==> config.mk <==
export PLATFORM = sky130hd
export DESIGN_NAME = sorted_table_insert_search
export DESIGN_NICKNAME = d
export VERILOG_FILES = /design/src/stis_pkg.sv /design/src/stis_engine.sv /design/src/sorted_table_insert_search.sv
export SDC_FILE = /design/constraint.sdc
export NUM_CORES = 2
export LEC_CHECK = 0
export BUFFER_PORTS_ARGS = -buffer_cell sky130_fd_sc_hd__buf_2
export CELL_PAD_IN_SITES_DETAIL_PLACEMENT = 1
export CELL_PAD_IN_SITES_GLOBAL_PLACEMENT = 2
export CORE_ASPECT_RATIO = 1.1
export CORE_UTILIZATION = 50
export DETAILED_ROUTE_END_ITERATION = 6
export GPL_TIMING_DRIVEN = 0
export PLACE_DENSITY_LB_ADDON = 0.1
export SLEW_MARGIN = 20
export SYNTH_ARGS = -nofsm -noshare
export SYNTH_HDL_FRONTEND = slang
export SYNTH_HIERARCHICAL = 1
export SYNTH_SLANG_ARGS = --single-unit
==> constraint.sdc <==
create_clock -name aclk -period 9.4 [get_ports aclk]
set_clock_uncertainty 0.1 [all_clocks]
set_input_delay 1.88 -clock aclk [delete_from_list [all_inputs] [get_ports aclk]]
set_output_delay 1.88 -clock aclk [all_outputs]
set_load 0.005 [all_outputs]
==> src/stis_pkg.sv <==
// ----------------------------------------------------------------------------
// stis_pkg: shared types and constants of the sorted table
// Request and response formats, status and operation codes, and the
// sequencer states of the table engine.
// ----------------------------------------------------------------------------
package stis_pkg;

    localparam int VALUE_W = 32;
    localparam int POS_W   = 6;
    localparam int USED_W  = 7;
    localparam int STAT_W  = 2;

    localparam logic OP_INSERT = 1'b0;
    localparam logic OP_SEARCH = 1'b1;

    localparam logic [STAT_W-1:0] ST_OK     = 2'd0;
    localparam logic [STAT_W-1:0] ST_FULL   = 2'd1;
    localparam logic [STAT_W-1:0] ST_ABSENT = 2'd2;

    typedef struct packed {
        logic                      operation;
        logic signed [VALUE_W-1:0] value;
    } req_t;

    typedef struct packed {
        logic [USED_W-1:0] entries_used;
        logic [POS_W-1:0]  position;
        logic [STAT_W-1:0] status;
    } rsp_t;

    typedef enum logic [2:0] {
        S_IDLE,
        S_INS_START,
        S_INS_SHIFT,
        S_INS_LAST,
        S_SRCH_ISSUE,
        S_SRCH_CMP,
        S_RESP
    } state_t;

endpackage

==> src/stis_engine.sv <==
// ----------------------------------------------------------------------------
// stis_engine: table memory and insert/search sequencer
// Holds the sorted entries in a single-port-write, registered-read memory.
// Inserts shift entries up one per cycle; searches halve the range with
// each probe, a registered memory read followed by a compare.
// ----------------------------------------------------------------------------
module stis_engine #(
    parameter int TABLE_DEPTH = 64
) (
    input  logic           aclk,
    input  logic           aresetn,
    input  logic           req_valid,
    output logic           req_ready,
    input  stis_pkg::req_t req,
    output logic           rsp_valid,
    input  logic           rsp_ready,
    output stis_pkg::rsp_t rsp
);
    import stis_pkg::*;

    localparam int IW = (TABLE_DEPTH > 1) ? $clog2(TABLE_DEPTH) : 1;
    localparam int CW = $clog2(TABLE_DEPTH + 1);

    logic signed [VALUE_W-1:0] mem [TABLE_DEPTH];

    state_t state_reg, state_next;
    logic [CW-1:0] count_reg, count_next;
    logic                      op_reg, op_next;
    logic signed [VALUE_W-1:0] value_reg, value_next;
    logic [IW-1:0] idx_reg, idx_next;
    logic [CW-1:0] lo_reg, lo_next;
    logic [CW-1:0] hi_reg, hi_next;
    logic [IW-1:0] mid_reg, mid_next;
    logic [IW-1:0] pos_reg, pos_next;
    logic [STAT_W-1:0] status_reg, status_next;
    logic signed [VALUE_W-1:0] rd_data_reg;

    logic                      wr_en;
    logic [IW-1:0]             wr_addr;
    logic signed [VALUE_W-1:0] wr_data;
    logic                      rd_en;
    logic [IW-1:0]             rd_addr;

    logic          is_full;
    logic          is_empty;
    logic          shift_more;
    logic          idx_is_one;
    logic          srch_open;
    logic          hit;
    logic [CW:0]   mid_sum;
    logic [IW-1:0] mid_calc;

    assign is_full    = (count_reg == CW'(TABLE_DEPTH));
    assign is_empty   = (count_reg == '0);
    assign shift_more = (rd_data_reg > value_reg);
    assign idx_is_one = (idx_reg == IW'(1));
    assign srch_open  = (lo_reg < hi_reg);
    assign hit        = (rd_data_reg == value_reg);
    assign mid_sum    = {1'b0, lo_reg} + {1'b0, hi_reg} - (CW + 1)'(1);
    assign mid_calc   = mid_sum[IW:1];

    always_comb begin
        state_next = state_reg;
        case (state_reg)
            S_IDLE: begin
                if (req_valid) begin
                    state_next = (req.operation == OP_SEARCH) ? S_SRCH_ISSUE : S_INS_START;
                end
            end
            S_INS_START: begin
                state_next = (is_full || is_empty) ? S_RESP : S_INS_SHIFT;
            end
            S_INS_SHIFT: begin
                if (!shift_more) begin
                    state_next = S_RESP;
                end else if (idx_is_one) begin
                    state_next = S_INS_LAST;
                end
            end
            S_INS_LAST:   state_next = S_RESP;
            S_SRCH_ISSUE: state_next = srch_open ? S_SRCH_CMP : S_RESP;
            S_SRCH_CMP:   state_next = hit ? S_RESP : S_SRCH_ISSUE;
            S_RESP: begin
                if (rsp_ready) begin
                    state_next = S_IDLE;
                end
            end
            default:      state_next = S_IDLE;
        endcase
    end

    always_comb begin
        count_next  = count_reg;
        op_next     = op_reg;
        value_next  = value_reg;
        idx_next    = idx_reg;
        lo_next     = lo_reg;
        hi_next     = hi_reg;
        mid_next    = mid_reg;
        pos_next    = pos_reg;
        status_next = status_reg;
        wr_en       = 1'b0;
        wr_addr     = '0;
        wr_data     = value_reg;
        rd_en       = 1'b0;
        rd_addr     = '0;
        case (state_reg)
            S_IDLE: begin
                if (req_valid) begin
                    op_next    = req.operation;
                    value_next = req.value;
                    lo_next    = '0;
                    hi_next    = count_reg;
                end
            end
            S_INS_START: begin
                if (is_full) begin
                    status_next = ST_FULL;
                    pos_next    = '0;
                end else if (is_empty) begin
                    wr_en       = 1'b1;
                    count_next  = count_reg + CW'(1);
                    status_next = ST_OK;
                    pos_next    = '0;
                end else begin
                    rd_en    = 1'b1;
                    rd_addr  = IW'(count_reg - CW'(1));
                    idx_next = IW'(count_reg);
                end
            end
            S_INS_SHIFT: begin
                wr_en   = 1'b1;
                wr_addr = idx_reg;
                if (shift_more) begin
                    wr_data  = rd_data_reg;
                    idx_next = idx_reg - IW'(1);
                    rd_en    = 1'b1;
                    rd_addr  = idx_reg - IW'(2);
                end else begin
                    count_next  = count_reg + CW'(1);
                    status_next = ST_OK;
                    pos_next    = idx_reg;
                end
            end
            S_INS_LAST: begin
                wr_en       = 1'b1;
                count_next  = count_reg + CW'(1);
                status_next = ST_OK;
                pos_next    = '0;
            end
            S_SRCH_ISSUE: begin
                if (srch_open) begin
                    rd_en    = 1'b1;
                    rd_addr  = mid_calc;
                    mid_next = mid_calc;
                end else begin
                    status_next = ST_ABSENT;
                    pos_next    = '0;
                end
            end
            S_SRCH_CMP: begin
                if (hit) begin
                    status_next = ST_OK;
                    pos_next    = mid_reg;
                end else if (value_reg < rd_data_reg) begin
                    hi_next = CW'(mid_reg);
                end else begin
                    lo_next = CW'(mid_reg) + CW'(1);
                end
            end
            S_RESP: begin
            end
            default: begin
            end
        endcase
    end

    always_ff @(posedge aclk) begin
        if (!aresetn) begin
            state_reg <= S_IDLE;
            count_reg <= '0;
        end else begin
            state_reg <= state_next;
            count_reg <= count_next;
        end
    end

    always_ff @(posedge aclk) begin
        op_reg     <= op_next;
        value_reg  <= value_next;
        idx_reg    <= idx_next;
        lo_reg     <= lo_next;
        hi_reg     <= hi_next;
        mid_reg    <= mid_next;
        pos_reg    <= pos_next;
        status_reg <= status_next;
    end

    always_ff @(posedge aclk) begin
        if (wr_en) begin
            mem[wr_addr] <= wr_data;
        end
        if (rd_en) begin
            rd_data_reg <= mem[rd_addr];
        end
    end

    assign req_ready         = (state_reg == S_IDLE);
    assign rsp_valid         = (state_reg == S_RESP);
    assign rsp.status        = status_reg;
    assign rsp.position      = POS_W'(pos_reg);
    assign rsp.entries_used  = USED_W'(count_reg);

    a_count_bound: assert property (@(posedge aclk) disable iff (!aresetn)
        count_reg <= CW'(TABLE_DEPTH))
        else $error("entry count exceeds table depth");

    a_count_step: assert property (@(posedge aclk) disable iff (!aresetn)
        $past(aresetn) && (count_reg != $past(count_reg))
        |-> (count_reg == $past(count_reg) + CW'(1)))
        else $error("entry count moved by other than one");

    a_shift_idx: assert property (@(posedge aclk) disable iff (!aresetn)
        (state_reg == S_INS_SHIFT) |-> (idx_reg != '0))
        else $error("shift target index reached zero");

    a_count_only_insert: assert property (@(posedge aclk) disable iff (!aresetn)
        (op_reg == OP_SEARCH) && (state_reg != S_IDLE) |=> $stable(count_reg))
        else $error("search changed the entry count");

endmodule

==> src/sorted_table_insert_search.sv <==
// ----------------------------------------------------------------------------
// sorted_table_insert_search: sorted table with insert and binary search
// Stream front end around the table engine, with a registered result stage.
// ----------------------------------------------------------------------------
// An insert moves k entries up (one a cycle through the single write port),
// or none on an empty or full table. A search makes up to log2(TABLE_DEPTH) + 1
// probes, each a registered memory read followed by a compare.
// One request is in flight at a time; a new one is taken while a result waits.
// Reset (aresetn low, synchronous) empties the table; memory is not cleared.
module sorted_table_insert_search #(
    parameter int TABLE_DEPTH = 64
) (
    input  logic        aclk,
    input  logic        aresetn,
    input  logic        s_tvalid,
    output logic        s_tready,
    input  logic [31:0] s_tdata,   // value[31:0]
    input  logic [0:0]  s_tuser,   // operation[0]
    output logic        m_tvalid,
    input  logic        m_tready,
    output logic [15:0] m_tdata    // status[1:0], position[7:2], entries_used[14:8]
);
    import stis_pkg::*;

    req_t req;
    rsp_t rsp;
    logic rsp_valid;
    logic rsp_ready;
    logic out_valid_reg;
    rsp_t out_data_reg;

    assign req.operation = s_tuser[0];
    assign req.value     = s_tdata;

    stis_engine #(
        .TABLE_DEPTH(TABLE_DEPTH)
    ) u_engine (
        .aclk      (aclk),
        .aresetn   (aresetn),
        .req_valid (s_tvalid),
        .req_ready (s_tready),
        .req       (req),
        .rsp_valid (rsp_valid),
        .rsp_ready (rsp_ready),
        .rsp       (rsp)
    );

    assign rsp_ready = !out_valid_reg || m_tready;

    always_ff @(posedge aclk) begin
        if (!aresetn) begin
            out_valid_reg <= 1'b0;
        end else if (rsp_ready) begin
            out_valid_reg <= rsp_valid;
        end
    end

    always_ff @(posedge aclk) begin
        if (rsp_ready && rsp_valid) begin
            out_data_reg <= rsp;
        end
    end

    assign m_tvalid = out_valid_reg;
    assign m_tdata  = {1'b0, out_data_reg};

endmodule
==> impl_metrics.ini <==
[route]
drt_iter0_drc = 9068
wirelength_mm = 358
num_vias = 60690
ant_nets = 0
drt-wirelength-per-cell_um = 39.9
drt-pass1-iter-count = 7
drcViolationCount = 31
viasPerCell = 6.77

[critical_path]
startpoint_type = register
worstPathArrival_ns = 7.62
cp-end-kind = register
rrSetupSlack_ns = 2.34
crit_fanout = 10
cpMostUsedCell = a21oi_1
worstPathRequired_ns = 9.96
r2r_start = u_engine/value_reg[31]
crit_type = register to register
cpPeakStageDelay_ns = 1.04
crit_slowest_cell = a21oi_1
path_cells = ha_1 -> nand4_1 -> nor4_1 -> o41a_1 -> o32ai_2 -> a21oi_1 -> buf_2 -> clkbuf_1 -> nand2_1 -> a32oi_1 -> a22oi_1 -> a21oi_1 -> or4_1
critPathBufInv = 2
r2r-end = u_engine/rd_data_reg[5]
critical-path-top-delay-family = compound AO/OA/AOI/OAI gates
reg2reg_depth = 13

[timing]
layout_min_cycle_time_ns = 7.06
rsz0062_at_grt = no
slew_violations = 0
setup_violations = 0
max_freq_mhz = 142
max_slew.worst_pin.slew_ns = 1.26
maxSlewHeadroom = 0.161
hold_violations = 0
finalCritPeriodShare = 0.751

[min_path]
hold_path.class = register to register
min_from = u_engine/pos_reg[2]
hold_end = m_tdata[4]
hold_depth = 0

[cts]
clock-sinks = 2172
root_buffer = clkbuf_16
postCtsResizedCells = 0
cts_made_buffers = 218
cts-hold-fix-buffers = 0
tritoncts = yes
post_cts_buffers = 0
clock_latency_ns = 0.88
cts.clk_slew.worst_paths_ns = 0.06
cts-htree-levels = 4
cts.path.max_buffers = 3

[finish]
finalNetCount = 6601
final.fill_count = 15741
layout-drive-gt1-share = 0.136
area_growth_pct = 18.8
final_cell_area_mm2 = 0.102
largest_reg_flops = 2048

[grt]
grt_use_total = 0.410
grt_pass1_wl_mm = 483
use_met2 = 0.620
top_usage_layer = met2
grt_pass1_vias = 60251
grt_max_degree = 37
gr-total-overflow = 0
antenna_found_initial = 43
use_met3 = 0.129
grt_use_met1 = 0.507

[place]
io_buffers = 53
dp_hpwl_mm = 256
place_area_mm2 = 0.0948
gp_congestion = 1.04

[synthesis]
yosysWarnings = 6
synth_top_area_share = 0.757
synth_area_mm2 = 0.0858
ys.flop_type = edfxtp_1
avgSynthCellArea_um2 = 14.2
syn_inst = 6021
yosysMostFrequentCell = edfxtp_1
synth_edf_count = 2161
yosys.cell_types.count = 70
synth_seq_area_share = 0.759
ys_ff_latch = 2172
synthArstFlopShare = 0
synth_area_leader_cell = edfxtp_1
synth_commonest_cells = edfxtp_1 (2161), nand2_1 (1550), a21oi_1 (623), a32oi_1 (469), a22oi_1 (240)
postSynthNetCount = 6115
ys_top_cells_by_area = edfxtp_1 (76%), nand2_1 (6.8%), a32oi_1 (4.8%)

[power_and_ir_drop]
intPower_mw = 21.4
p_sw_frac = 0.448
power_mw = 38.8
clkPwrFrac = 0.223
p_sw_mw = 17.4
seq_power_share = 0.318
p_comb_frac = 0.459
power_density_mw_per_mm2 = 381
ir_worst_vdd_v = 0.000270
power.leakage_nw = 33.2

[floorplanning]
num_io_pins = 55
die_h_um = 436
fp-row-count = 159
start_util = 0.503
fp.dieArea_mm2 = 0.173
die_w_um = 397
coreArea_mm2 = 0.170

[outcome]
violations = DRC
status = finished with violations

[job]
maxCapViolCount = 0
-- logic make-up after synthesis --
| group | count (synthesis) | share of synthesized area |
|---|---|---|
| DFF | 2172 | 0.759 |
| buffers and inverters | 488 | 0.0251 |
| xor gates and xnor gates | 23 | 0.00235 |
| adders and majority gates | 57 | 0.00840 |
| muxes | 41 | 0.00772 |
| and+or+nand+nor | 1793 | 0.0829 |
| AOI/OAI and AO/OA | 1446 | 0.114 |
| other | 1 | 0.0000437 |
-- routing by layer --
layer	wire length (um)	vias up	part of all wire
li1	-	24047	-
met1	125000	31388	0.35
met3	44700	1034	0.13
met5	242	-	0.00068
met2	159000	4187	0.45
met4	28500	34	0.080
-- metrics by stage --
step / util / hold slack, ns / instances / setup slack (ns) / setup TNS [ns]
3_5_place_dp: 0.556 / 0.307 / 8539 / 2.97 / 0
4_1_cts: 0.597 / 0.321 / 8948 / 2.92 / 0
5_1_grt: 0.597 / 0.325 / 8957 / 2.46 / 0
2_1_floorplan: - / 0.300 / 6021 / 3.77 / 0
3_3_place_gp: 0.521 / 0.303 / 8328 / -3.76 / -4229.55
6_report: 0.597 / 0.319 / 8970 / 2.34 / 0
-- power groups by stage --
stage          clock network, mW  logic, mW  registers (mW)
6_report                    8.67       17.8            12.4
5_1_grt                     9.00       17.9            12.4
4_1_cts                     8.70       17.0            12.4
3_5_place_dp                   0       16.8            12.6
3_3_place_gp                   0       15.4            13.1
2_1_floorplan                  0       7.99            12.6
-- placed cells by master (no fill, tap or decap), types with 7 or more instances in the layout --
cell type and n:
buf_16 120, buf_6 14, clkbuf_2 12, buf_2 231
nor2_1 28, clkinv_1 59, or4_1 30, a31oi_1 7
clkinv_2 42, xnor2_1 17, nor2_4 66, o21ai_4 31
a32oi_1 469, nand3_1 51, nand2_1 1550, buf_1 30
mux4_2 20, clkbuf_1 235, a22oi_1 240, buf_4 8
inv_1 66, bufinv_16 20, buf_12 84, edfxtp_1 2161
nor3_1 9, a21oi_1 623, dfxtp_1 11, mux2i_1 20
clkbuf_16 224, o21ai_0 23, diode_2 20, and2_1 9
nand2b_1 7, ha_1 56, nand4_1 12
-- final cells by class --
| type | instances | area (um2) | share of cell area |
|---|---|---|---|
| plain buffers | 422 | 1920 | 0.0188 |
| flip-flops and latches | 2172 | 65100 | 0.639 |
| well taps | 2254 | 2820 | 0.0277 |
| inverters | 66 | 248 | 0.00243 |
| clock buffers | 274 | 5790 | 0.0569 |
| diodes | 20 | 50.0 | 0.000491 |
| repair buffers | 266 | 5370 | 0.0527 |
| clock inverters | 135 | 1170 | 0.0115 |
| multi-input cells | 3361 | 19400 | 0.190 |
-- worst max-delay path by stage --
stage | startpoint | slack [ns] | endpoint | cells after the start
after floorplan | u_engine/value_reg[5] | 3.77 | u_engine/mem[0][1] | 10
after global placement | u_engine/rd_data_reg[13] | -3.76 | u_engine/mem[57][16] | 11
after detailed placement | u_engine/value_reg[31] | 2.97 | u_engine/rd_data_reg[16] | 13
after CTS | u_engine/value_reg[31] | 2.92 | u_engine/rd_data_reg[4] | 13
after global routing | u_engine/value_reg[31] | 2.46 | u_engine/rd_data_reg[16] | 13
final | u_engine/value_reg[31] | 2.34 | u_engine/rd_data_reg[5] | 13
Power figures use the tool's default switching activity.
